### config.mk
export PLATFORM = sky130hd
export DESIGN_NAME = float32_float16_converter_core
export DESIGN_NICKNAME = d
export VERILOG_FILES = /design/src/rtl/core/f32f16_pkg.sv /design/src/rtl/core/f32f16_decode.sv /design/src/rtl/core/float32_float16_converter_core.sv
export SDC_FILE = /design/constraint.sdc
export NUM_CORES = 1
export LEC_CHECK = 0
export ABC_CLOCK_PERIOD_IN_PS = 2090
export BUFFER_PORTS_ARGS = -buffer_cell sky130_fd_sc_hd__buf_2
export CELL_PAD_IN_SITES_DETAIL_PLACEMENT = 1
export CELL_PAD_IN_SITES_GLOBAL_PLACEMENT = 1
export CORE_UTILIZATION = 42
export CTS_CLUSTER_SIZE = 14
export DETAILED_ROUTE_END_ITERATION = 10
export PLACE_DENSITY = 0.77
export SLEW_MARGIN = 10
export SYNTH_ARGS = -nofsm -noshare
export SYNTH_HDL_FRONTEND = slang
export SYNTH_HIERARCHICAL = 1
export SYNTH_SLANG_ARGS = --single-unit
### constraint.sdc
create_clock -name clk -period 2.09 [get_ports clk]
set_input_delay 0.3135 -clock clk [delete_from_list [all_inputs] [get_ports clk]]
set_output_delay 0.3135 -clock clk [all_outputs]
set_load 0.01 [all_outputs]
### src/rtl/core/f32f16_pkg.sv
// Package: shared types, codes and constants for the float32/float16 converter.
package f32f16_pkg;

	// Direction codes carried by the command field
	typedef enum logic {
		CMD_S2H = 1'b0,
		CMD_H2S = 1'b1
	} cmd_t;

	// Operand class decided at decode
	typedef enum logic [2:0] {
		KIND_ZERO,
		KIND_NORM,
		KIND_SUB,
		KIND_INF,
		KIND_NAN
	} kind_t;

	// Pipeline payload between stages
	typedef struct packed {
		cmd_t        cmd;
		logic        sign;
		kind_t       kind;
		logic [3:0]  shamt;
		logic [7:0]  ex;
		logic [9:0]  frac;
	} pipe_t;

	// Single-precision field limits
	localparam logic [7:0] S_EX_MAX     = 8'hFF;
	localparam logic [7:0] S_EX_OVF     = 8'd143;
	localparam logic [7:0] S_EX_SUB     = 8'd112;
	localparam logic [7:0] S_EX_SUBBIAS = 8'd113;
	localparam logic [7:0] S_EX_SATSH   = 8'd102;
	localparam logic [3:0] SH_MAX       = 4'd11;

	// Half-precision field limits and rebias values
	localparam logic [4:0] H_EX_MAX     = 5'h1F;
	localparam logic [7:0] H_TO_S_BIAS  = 8'd112;
	localparam logic [7:0] H_SUB_BIAS   = 8'd103;
	localparam logic [3:0] H_MSB_POS    = 4'd10;

	// Special result patterns
	localparam logic [15:0] H_NAN_POS  = 16'h7FFF;
	localparam logic [15:0] H_NAN_NEG  = 16'hFFFF;
	localparam logic [15:0] H_INF_POS  = 16'h7C00;
	localparam logic [15:0] H_INF_NEG  = 16'hFC00;
	localparam logic [31:0] S_NAN_POS  = 32'h7FFFFFFF;
	localparam logic [31:0] S_NAN_NEG  = 32'hFFFFFFFF;
	localparam logic [31:0] S_INF_POS  = 32'h7F800000;
	localparam logic [31:0] S_INF_NEG  = 32'hFF800000;

	// Position of the highest set bit of a 10-bit mantissa (0 when none)
	function automatic logic [3:0] lead_one(input logic [9:0] f);
		logic [3:0] p;
		p = 4'd0;
		for (int i = 0; i < 10; i++) begin
			if (f[i]) begin
				p = 4'(i);
			end
		end
		return p;
	endfunction

endpackage

### src/rtl/core/f32f16_decode.sv
// Input decode: splits the operand into sign, exponent, mantissa and class.
module f32f16_decode (
	input  logic                command,
	input  logic [31:0]         value,
	output f32f16_pkg::pipe_t   dec
);

	logic [7:0]  s_ex;
	logic [4:0]  h_ex;
	logic [9:0]  h_frac;

	assign s_ex   = value[30:23];
	assign h_ex   = value[14:10];
	assign h_frac = value[9:0];

	// Classify per direction
	always_comb begin
		dec.cmd   = f32f16_pkg::cmd_t'(command);
		dec.shamt = 4'd0;
		if (command == f32f16_pkg::CMD_S2H) begin
			dec.sign = value[31];
			dec.ex   = s_ex;
			dec.frac = value[22:13];
			if (s_ex == f32f16_pkg::S_EX_MAX) begin
				dec.kind = (value[22:0] != 23'd0) ? f32f16_pkg::KIND_NAN
				                                  : f32f16_pkg::KIND_INF;
			end else if (s_ex == 8'd0) begin
				dec.kind = f32f16_pkg::KIND_ZERO;
			end else if (s_ex >= f32f16_pkg::S_EX_OVF) begin
				dec.kind = f32f16_pkg::KIND_INF;
			end else if (s_ex <= f32f16_pkg::S_EX_SUB) begin
				dec.kind = f32f16_pkg::KIND_SUB;
			end else begin
				dec.kind = f32f16_pkg::KIND_NORM;
			end
		end else begin
			// upper half of value is ignored
			dec.sign = value[15];
			dec.ex   = {3'd0, h_ex};
			dec.frac = h_frac;
			if (h_ex == f32f16_pkg::H_EX_MAX) begin
				dec.kind = (h_frac != 10'd0) ? f32f16_pkg::KIND_NAN
				                             : f32f16_pkg::KIND_INF;
			end else if (h_ex == 5'd0) begin
				dec.kind = (h_frac == 10'd0) ? f32f16_pkg::KIND_ZERO
				                             : f32f16_pkg::KIND_SUB;
			end else begin
				dec.kind = f32f16_pkg::KIND_NORM;
			end
		end
	end

endmodule

### src/rtl/core/float32_float16_converter_core.sv
// Top level: three-stage float32 <-> float16 conversion pipeline.
// One beat is taken on every clock where start is high; busy is always low,
// so a beat may follow in the very next cycle. Each result appears on result
// with done high for one cycle, after passing through decode, exponent/shift
// setup and mantissa shift and pack (one register each), in input order.
// Half results are zero-extended to 32 bits.
module float32_float16_converter_core (
	input  logic        clk,
	input  logic        arst_n,
	input  logic        start,
	output logic        busy,
	input  logic        command,
	input  logic [31:0] value,
	output logic        done,
	output logic [31:0] result
);

	f32f16_pkg::pipe_t dec;
	f32f16_pkg::pipe_t pipe_s1;
	f32f16_pkg::pipe_t pipe_s2;
	f32f16_pkg::pipe_t nxt_s2;
	logic              valid_s1;
	logic              valid_s2;
	logic              valid_s3;
	logic [31:0]       result_s3;
	logic [31:0]       nxt_result;
	logic [3:0]        lead;
	logic [10:0]       sub_h;
	logic [10:0]       norm_s;

	// Pipeline never stalls
	assign busy = 1'b0;

	f32f16_decode u_decode (
		.command (command),
		.value   (value),
		.dec     (dec)
	);

	// Valid bits
	always_ff @(posedge clk or negedge arst_n) begin
		if (!arst_n) begin
			valid_s1 <= 1'b0;
			valid_s2 <= 1'b0;
			valid_s3 <= 1'b0;
		end else begin
			valid_s1 <= start;
			valid_s2 <= valid_s1;
			valid_s3 <= valid_s2;
		end
	end

	// Payload registers
	always_ff @(posedge clk) begin
		pipe_s1   <= dec;
		pipe_s2   <= nxt_s2;
		result_s3 <= nxt_result;
	end

	// Stage 2: exponent rebias and shift amount
	assign lead = f32f16_pkg::lead_one(pipe_s1.frac);

	always_comb begin
		nxt_s2 = pipe_s1;
		if (pipe_s1.cmd == f32f16_pkg::CMD_S2H) begin
			if (pipe_s1.ex <= f32f16_pkg::S_EX_SATSH) begin
				nxt_s2.shamt = f32f16_pkg::SH_MAX;
			end else begin
				nxt_s2.shamt = 4'(f32f16_pkg::S_EX_SUBBIAS - pipe_s1.ex);
			end
			nxt_s2.ex = pipe_s1.ex - f32f16_pkg::S_EX_SUB;
		end else begin
			if (pipe_s1.kind == f32f16_pkg::KIND_SUB) begin
				// normalize so the leading one lands on bit 10
				nxt_s2.shamt = f32f16_pkg::H_MSB_POS - lead;
				nxt_s2.ex    = {4'd0, lead} + f32f16_pkg::H_SUB_BIAS;
			end else begin
				nxt_s2.shamt = 4'd0;
				nxt_s2.ex    = pipe_s1.ex + f32f16_pkg::H_TO_S_BIAS;
			end
		end
	end

	// Stage 3: mantissa shift and pack
	assign sub_h  = {1'b1, pipe_s2.frac} >> pipe_s2.shamt;
	assign norm_s = {1'b0, pipe_s2.frac} << pipe_s2.shamt;

	always_comb begin
		if (pipe_s2.cmd == f32f16_pkg::CMD_S2H) begin
			case (pipe_s2.kind)
				f32f16_pkg::KIND_NAN: begin
					nxt_result = {16'd0, pipe_s2.sign ? f32f16_pkg::H_NAN_NEG
					                                  : f32f16_pkg::H_NAN_POS};
				end
				f32f16_pkg::KIND_INF: begin
					nxt_result = {16'd0, pipe_s2.sign ? f32f16_pkg::H_INF_NEG
					                                  : f32f16_pkg::H_INF_POS};
				end
				f32f16_pkg::KIND_SUB: begin
					nxt_result = {16'd0, pipe_s2.sign, 5'd0, sub_h[9:0]};
				end
				f32f16_pkg::KIND_NORM: begin
					nxt_result = {16'd0, pipe_s2.sign, pipe_s2.ex[4:0], pipe_s2.frac};
				end
				default: begin
					nxt_result = {16'd0, pipe_s2.sign, 15'd0};
				end
			endcase
		end else begin
			case (pipe_s2.kind)
				f32f16_pkg::KIND_NAN: begin
					nxt_result = pipe_s2.sign ? f32f16_pkg::S_NAN_NEG
					                          : f32f16_pkg::S_NAN_POS;
				end
				f32f16_pkg::KIND_INF: begin
					nxt_result = pipe_s2.sign ? f32f16_pkg::S_INF_NEG
					                          : f32f16_pkg::S_INF_POS;
				end
				f32f16_pkg::KIND_SUB: begin
					nxt_result = {pipe_s2.sign, pipe_s2.ex, norm_s[9:0], 13'd0};
				end
				f32f16_pkg::KIND_NORM: begin
					nxt_result = {pipe_s2.sign, pipe_s2.ex, pipe_s2.frac, 13'd0};
				end
				default: begin
					nxt_result = {pipe_s2.sign, 31'd0};
				end
			endcase
		end
	end

	assign done   = valid_s3;
	assign result = result_s3;

	// Every accepted beat yields a result with done high
	a_latency: assert property (@(posedge clk) disable iff (!arst_n)
		start |-> ##3 done)
		else $error("result missing three cycles after start");

	// No result without a matching start beat
	a_no_spurious: assert property (@(posedge clk) disable iff (!arst_n)
		!start |-> ##3 !done)
		else $error("result without a matching start");

	// Half results are zero-extended
	a_half_zext: assert property (@(posedge clk) disable iff (!arst_n)
		(start && command == f32f16_pkg::CMD_S2H) |-> ##3 (result[31:16] == 16'd0))
		else $error("half result not zero-extended");

	// Denormal right shift stays within 1..11
	a_sub_shift: assert property (@(posedge clk) disable iff (!arst_n)
		(valid_s2 && pipe_s2.cmd == f32f16_pkg::CMD_S2H
		 && pipe_s2.kind == f32f16_pkg::KIND_SUB)
		|-> (pipe_s2.shamt >= 4'd1 && pipe_s2.shamt <= f32f16_pkg::SH_MAX))
		else $error("denormal shift out of range");

endmodule
=== Word level (Yosys, flattened, before mapping) ===
Index checks and enable logic that the tools add are counted.

* Add/sub/neg operators: 5
* Reductions and logical operators: 5
* Shift-type cells: 2
* Magnitude comparators: 3
* Equality and inequality tests: 7
* Multiplexer cells: 30

{| class="wikitable"
|+ Operator list
! cell !! count
|-
| case mux 32 bit (4 select lines) || 1
|-
| 2-to-1 mux 32 bit || 3
|-
| case mux 16 bit (4 select lines) || 1
|-
| 2-to-1 mux 4 bit || 10
|-
| 2-to-1 mux 16 bit || 2
|-
| 2-to-1 mux 12 bit || 2
|-
| nonzero test 23 bit || 1
|-
| 2-to-1 mux 3 bit || 7
|-
| less-or-equal comparator 8 x 7 -> 1 bit, second input constant || 2
|-
| 2-to-1 mux 15 bit || 1
|-
| right shift 11 x 4 -> 10 bit || 1
|-
| zero test 10 bit || 1
|-
| nonzero test 10 bit || 1
|-
| << shifter 10 x 4 -> 10 bit || 1
|-
| equality test 3 x 2 -> 1 bit, second input constant || 3
|-
| adder 4 x 7 -> 8 bit, second input constant || 1
|-
| adder 8 x 7 -> 8 bit, second input constant || 1
|-
| equality test 8 bit, second input constant || 1
|-
| >= comparator 8 bit, second input constant || 1
|-
| zero test 8 bit || 1
|-
| subtractor 8 x 7 -> 8 bit, second input constant || 1
|-
| equality test 5 bit, second input constant || 1
|-
| zero test 5 bit || 1
|-
| 2-to-1 mux 2 bit || 2
|-
| 5 further kinds || 5
|}

* Output and inout bits: 34
* Register bits after elaboration: 85
* Logic and storage cells: 68
* Input bits: 36

=== Logic depth before layout (Yosys ltp) ===
Gate-level depths: netlist of the first run.

* Word-level depth: 12
* Mapped depth: 9
* Mapped depth without buffers: 9

=== Cells and area by module ===
Netlist of the first run, hierarchy kept.

{| class="wikitable"
|+ By module, submodules not included
! module !! cells each !! seq. area each (um2) !! area an instance (um2) !! times used
|-
| float32_float16_converter_core || 350 || 1716.6 || 3423.3 || 1
|-
| f32f16_decode || 63 || 0.0 || 511.7 || 1
|}

=== Worst setup path after synthesis of the first run ===
Ideal clock, no wire load.

* Path type: register -> register
* Start: reg pipe_s2[18] in the netlist's numbering
* End: reg result_s3[1], in the netlist result[1]
* Setup time: 0.117 ns
* Data required time: 1.973 ns
* Path slack: 0.554 ns
* Path buffers: 2
* Clock period less this slack: 1.536 ns
* Arrival time: 1.419 ns
* Cell stages (with the launch flop): 8
* Path through: dfxtp_1 buf_6 buf_12 mux4_2 mux2i_1 nor2_1 a211oi_2 nor2_1

* Longest elaborated chain between the ends: 3

{| class="wikitable"
|+ RTL lines
! what !! RTL line !! source
|-
| start: declaration || float32_float16_converter_core.sv:20 || <nowiki>f32f16_pkg::pipe_t pipe_s2;</nowiki>
|-
| start signal: assignment || float32_float16_converter_core.sv:56 || <nowiki>pipe_s2 <= nxt_s2;</nowiki>
|-
| right shift 11 x 4 -> 10 bit || float32_float16_converter_core.sv:85 || <nowiki>assign sub_h = {1'b1, pipe_s2.frac} >> pipe_s2.shamt;</nowiki>
|-
| case mux 16 bit (4 select lines) || float32_float16_converter_core.sv:90 || <nowiki>case (pipe_s2.kind)</nowiki>
|-
| 2-to-1 mux 32 bit || float32_float16_converter_core.sv:89 || <nowiki>if (pipe_s2.cmd == f32f16_pkg::CMD_S2H) begin</nowiki>
|-
| net nxt_result[1] || float32_float16_converter_core.sv:26 || <nowiki>logic [31:0] nxt_result;</nowiki>
|-
| end signal: assignment || float32_float16_converter_core.sv:57 || <nowiki>result_s3 <= nxt_result;</nowiki>
|-
| end: declaration || float32_float16_converter_core.sv:25 || <nowiki>logic [31:0] result_s3;</nowiki>
|}

The timed path passes the listed nets, and every way through them passes these cells.
A chain may end at the register's enable or synchronous reset.

=== Worst setup path after layout of the first run ===
* Start: reg pipe_s2[19] in the netlist's numbering
* End: reg result_s3[22], in the netlist result[22]

* Longest elaborated chain between the ends: 3

{| class="wikitable"
|+ RTL lines
! what !! RTL line !! source
|-
| << shifter 10 x 4 -> 10 bit || float32_float16_converter_core.sv:86 || <nowiki>assign norm_s = {1'b0, pipe_s2.frac} << pipe_s2.shamt;</nowiki>
|-
| case mux 32 bit (4 select lines) || float32_float16_converter_core.sv:110 || <nowiki>case (pipe_s2.kind)</nowiki>
|-
| 2-to-1 mux 32 bit || float32_float16_converter_core.sv:89 ||
|}

Every way passes these cells.

==> impl_metrics.tcl, run 1 <==
set metrics [dict create \
    cts_root_buf "clkbuf_8" \
    pwr-share-seq_pct 48.9 \
    antenna_cells 0 \
    end_kind "flop" \
    final_nets 515 \
    place_hpwl_mm 7.52 \
    dp_slack_ns 0.245 \
    cp.required_ns 2.33 \
    grt_usage_pct 21.7 \
    ant_nets 0 \
    clockBufferDepth 2 \
    critPathTopFamily "flip-flops" \
    drtPass1Iterations 7 \
    dr_total_vias 3305 \
    wire_per_inst_um 17.1 \
    worst_pin_slew_ns 0.755 \
    gp_congestion 0.887 \
    synthesis.area_um2 3900 \
    wirelength_mm 9.99 \
    drc 6 \
    finalClockSkew_ns 0.00963 \
    finalSetupTns_ns 0 \
    fin_area_um2 4550 \
    crit_path_start_kind "flop" \
    numPortBuffers 68 \
    crit_buf_inv 0 \
    min_period_ns 1.89 \
    slew_violations 0 \
    grt_pass1_vias 3316 \
    die_w_um 98.4 \
    grt-ovfl-total 0 \
    area_delta_synth_final_pct 16.6 \
    critPathSlowestCell "dfxtp_1" \
    hold_class "in -> reg" \
    cts_setup_buffers 0 \
    min_period_over_period_pct 90.3 \
    drtIter0Drc 180 \
    finalNonFillerCells 584 \
    grt_max_degree 27 \
    power.leakage_nw 1.96 \
    irDropWorstVdd_mv 0.416 \
    die_h_um 98.4 \
    io_pins 70 \
    run_status "finished, violations left" \
    violations "design-rule violations" \
    cts_buffers 9 \
    clock-sinks 85 \
    p_switching_mw 1.05 \
    ys_warn_count 6 \
    cts.htree.levels 3 \
    p_comb_share_pct 16.9 \
    grt_antenna_before_repair 0 \
    setup_viol 0 \
    placed_cell_area_um2 4310 \
    grt_pass1_wl_mm 16.5 \
    start_util_pct 44.1 \
    worstPathCellList "mux4_2 > mux2i_1 > nor2_1 > a211oi_1 > nor3_1" \
    layout_setup_ws_ns 0.203 \
    syn_area_per_cell_um2 9.56 \
    viasPerCell 5.66 \
    clk_latency_ns 0.36 \
    hold_ws_ns 0.0674 \
    max_stage_delay_ns 0.82 \
    arrival_ns 2.12 \
    relSlewSlack_pct 49.6 \
    clk_pin_slew_worst_paths_ns 0.08 \
    coreArea_um2 8850 \
    tritoncts "done" \
    p_per_area_nw_per_um2 845 \
    cap_violations 0 \
    max_freq_ghz 0.530 \
    crit_fanout 21 \
    p_clk_share_pct 34.3 \
    layout-drive-gt1-share_pct 26.9 \
    netSwitchingFraction_pct 27.3 \
    final_util_pct 51.4 \
    p_int_mw 2.79 \
    power_mw 3.84 \
    finalHoldViolCount 0 \
    dp.cells 568 \
    dieArea_um2 9680 \
    rsz0062_at_grt "false" \
    synth_fp_nets 451 \
    crit_type "reg -> reg" \
    rows 34 \
    synth_cells 408 \
]
## cell usage in the layout (no fill, tap or decap), types with 4 or more instances in the layout
master    instances
a21oi_1          34
a221oi_1          6
a31oi_1           5
buf_2            68
buf_4             7
clkbuf_8          9
dfxtp_1          82
ha_1              7
inv_1            13
mux2_1            5
mux2_2           12
mux2i_1          12
mux4_2            9
nand2_1          34
nand2b_1          5
nand3_1           4
nor2_1           54
nor2b_1           9
nor3_1            7
o21ai_0          20
o31ai_1           4
## power groups by stage
stage / Sequential, mW / Combinational, mW / Clock, mW
floorplan: 1.88 / 0.439 / 0
finish: 1.88 / 0.649 / 1.32
global placement: 1.91 / 0.628 / 0
detailed placement: 1.91 / 0.642 / 0
CTS: 1.88 / 0.649 / 1.35
global route: 1.90 / 0.713 / 1.42
## metal layers
metal | part of all wire [%] | vias to the layer above | GRT usage, %
li1 | - | 1571 | -
met1 | 44 | 1583 | 27.2
met2 | 49 | 134 | 36.5
met3 | 5.3 | 17 | 3.94
met4 | 2.2 | 0 | 9.41
met5 | 0 | - | 0
## sequential cells by signal, summed over array words and instances (netlist names)
name / flops
done: 1
nxt_s2: 15
pipe_s1: 8
pipe_s2: 27
result: 32
valid_s1: 1
valid_s2: 1
## layout make-up
type                            instances  area [µm²]
Fill cell                            1033        4300
Multi-Input combinational cell        285        1990
Sequential cell                        85        1720
Timing Repair Buffer                   77         423
Clock buffer                           10         149
Tap cell                              108         135
Clock inverter                          5        81.3
Inverter                               14        52.6
## worst register-to-register path: stages, from the launching register on
cell	delay [ns]
dfxtp_1	0.82
mux4_2	0.43
mux2i_1	0.18
nor2_1	0.06
a211oi_1	0.21
nor3_1	0.07
## worst paths after layout
kind	startpoint	end	slack, ns	cells after the start
setup / recovery	pipe_s2[19]	result[22]	0.20	5
hold / removal	start	valid_s1	0.07	1
setup reg to reg	pipe_s2[19]	result[22]	0.20	5
hold reg to reg	nxt_s2[0]	pipe_s2[0]	0.34	0
max in group asynchronous	arst_n	valid_s1	1.71	2
min in group asynchronous	arst_n	done	0.28	2
## what timing repair did
action / in CTS / in global routing
endpoints found under the hold margin: 3 / 0
endpoints found under the setup margin: 0 / 0
hold buffers: 1 / 0
resized for setup: 0 / 0
(Power assumes the default switching activity.)
==> inputs of run 2 (changes only) <==
--- a/config.mk
+++ b/config.mk
@@ -12,6 +12,7 @@
 export CORE_UTILIZATION = 42
 export CTS_CLUSTER_SIZE = 14
 export DETAILED_ROUTE_END_ITERATION = 10
+export GPL_TIMING_DRIVEN = 0
 export PLACE_DENSITY = 0.77
 export SLEW_MARGIN = 10
 export SYNTH_ARGS = -nofsm -noshare
==> run 2 against run 1 <==
The run still ends with design-rule violations left. Power fell by 0.16%. Worst setup slack got worse by 0.050 ns. Clock skew is 0.0019 ns higher. Combinational power is 6.5% higher. Sequential share of layout area fell by 0.49 points. Largest cell class unchanged. Highest routed layer unchanged.
==> impl_metrics.tcl, run 2 (synthesized netlist as in run 1, its figures left out) <==
set metrics [dict create \
    run_status "finished, violations left" \
    violations "design-rule violations" \
    wirelength_mm 10.2 \
    nFillCells 1047 \
    slew_violations 0 \
    end_kind "flop" \
    area_delta_synth_final_pct 18.2 \
    worst_pin_slew_ns 0.733 \
    p_switching_mw 1.04 \
    rows 34 \
    gp_congestion 0.874 \
    place_hpwl_mm 7.81 \
    p_int_mw 2.80 \
    crit_type "reg -> reg" \
    cts.htree.levels 3 \
    layout-drive-gt1-share_pct 27.0 \
    multi_input_area_um2 1990 \
    antenna_cells 0 \
    cap_violations 0 \
    crit_path_start_kind "flop" \
    p_per_area_nw_per_um2 833 \
    io_pins 70 \
    tritoncts "done" \
    cts_root_buf "clkbuf_8" \
    final_common_cell "dfxtp_1" \
    final_cell_mix "82 x dfxtp_1, 76 x buf_2, 54 x nor2_1, 34 x nand2_1, 34 x a21oi_1" \
    largest_reg_flops 32 \
    die_w_um 98.4 \
    numPortBuffers 67 \
    final_nets 530 \
    hold_ws_ns 0.0613 \
    viasPerCell 5.47 \
    finalSetupTns_ns 0 \
    finalNonFillerCells 600 \
    clk_latency_ns 0.36 \
    ant_nets 0 \
    clk_pin_slew_worst_paths_ns 0.08 \
    crit_fanout 10 \
    grt_pass1_vias 3432 \
    cts_setup_buffers 0 \
    cts.repair.resized 0 \
    cts_hold_repair.buffers 1 \
    p_comb_share_pct 18.0 \
    drtPass1Iterations 9 \
    power.leakage_nw 2.00 \
    finalHoldViolCount 0 \
    start_util_pct 44.1 \
    drc 2 \
    clockBufferDepth 2 \
    die_h_um 98.4 \
    finalClockSkew_ns 0.0116 \
    irDropWorstVdd_mv 0.341 \
    cts_buffers 9 \
    hold_class "in -> reg" \
    netSwitchingFraction_pct 27.0 \
    coreArea_um2 8850 \
    p_clk_share_pct 33.8 \
    grt_antenna_before_repair 0 \
    rsz0062_at_grt "false" \
    drtIter0Drc 102 \
    grt_max_degree 15 \
    setup_viol 0 \
    wire_per_inst_um 17.0 \
    regArea_um2 1720 \
    arrival_ns 2.20 \
    clock-sinks 85 \
    grt-ovfl-total 0 \
    max_freq_ghz 0.516 \
    relSlewSlack_pct 51.0 \
    min_period_over_period_pct 92.7 \
    min_period_ns 1.94 \
    grt_pass1_wl_mm 16.9 \
    pwr-share-seq_pct 48.2 \
    cp.required_ns 2.35 \
    dr_total_vias 3282 \
    grt_usage_pct 22.3 \
    dieArea_um2 9680 \
    dp.cells 583 \
]
## run 2: changes by cell type in the layout (fill, tap and decap cells not counted), sizes merged
cell | previous run | this run
buf | 76 | 82
clkbuf | 10 | 22
clkinvlp | 1 | 0
inv | 14 | 13
## run 2: power groups by stage
stage	clock (mW)	combinational, mW	sequential, mW
2_1_floorplan	0	0.439	1.88
3_3_place_gp	0	0.670	1.88
3_5_place_dp	0	0.684	1.89
4_1_cts	1.33	0.693	1.85
5_1_grt	1.39	0.760	1.87
6_report	1.30	0.691	1.85
## run 2: final timing paths
kind | start | end | slack (ns) | cells after the start
min in group asynchronous | arst_n | valid_s1 | 0.28 | 2
max in group asynchronous | arst_n | done | 1.69 | 2
worst max-delay path | pipe_s2[24] | result[14] | 0.15 | 6
worst min-delay path | command | nxt_s2[26] | 0.06 | 1
worst max register to register | pipe_s2[24] | result[14] | 0.15 | 6
worst min register to register | nxt_s2[0] | pipe_s2[0] | 0.33 | 0
## run 2: area by class of cell
class / count / share of cell area (%)
multi-input cells: 285 / 43.2
clock inverters: 3 / 1.49
clock buffers: 13 / 3.45
inverters: 14 / 1.14
well taps: 108 / 2.93
plain buffers: 24 / 3.04
repair buffers: 68 / 7.49
flip-flops and latches: 85 / 37.2
## run 2: per-stage QoR
| stage | setup WS, ns | total power, mW | instance area, µm² | utilization, % |
|---|---|---|---|---|
| after global placement | 0.276 | 2.55 | 4370 | 49.4 |
| after global routing | 0.0219 | 4.02 | 4610 | 52.1 |
| final | 0.153 | 3.84 | 4610 | 52.1 |
| after floorplan | 0.554 | 2.32 | 3900 | - |
| after detailed placement | 0.208 | 2.57 | 4370 | 49.4 |
| after CTS | 0.188 | 3.87 | 4610 | 52.1 |
## run 2: critical path, cell delays in order (launching register included)
cell and delay (ns):
dfxtp_1 0.30, buf_2 0.17, nor4b_2 0.44, and2b_1 0.33, buf_4 0.24, a21oi_1 0.10
o22ai_1 0.26
## run 2: routing by layer
metal  track usage, %  vias up  wire length, µm
li1                 -     1604                -
met1             26.2     1548             4460
met2             40.6      112             5110
met3             3.36       18              402
met4             9.07        0              193
met5                0        -                0
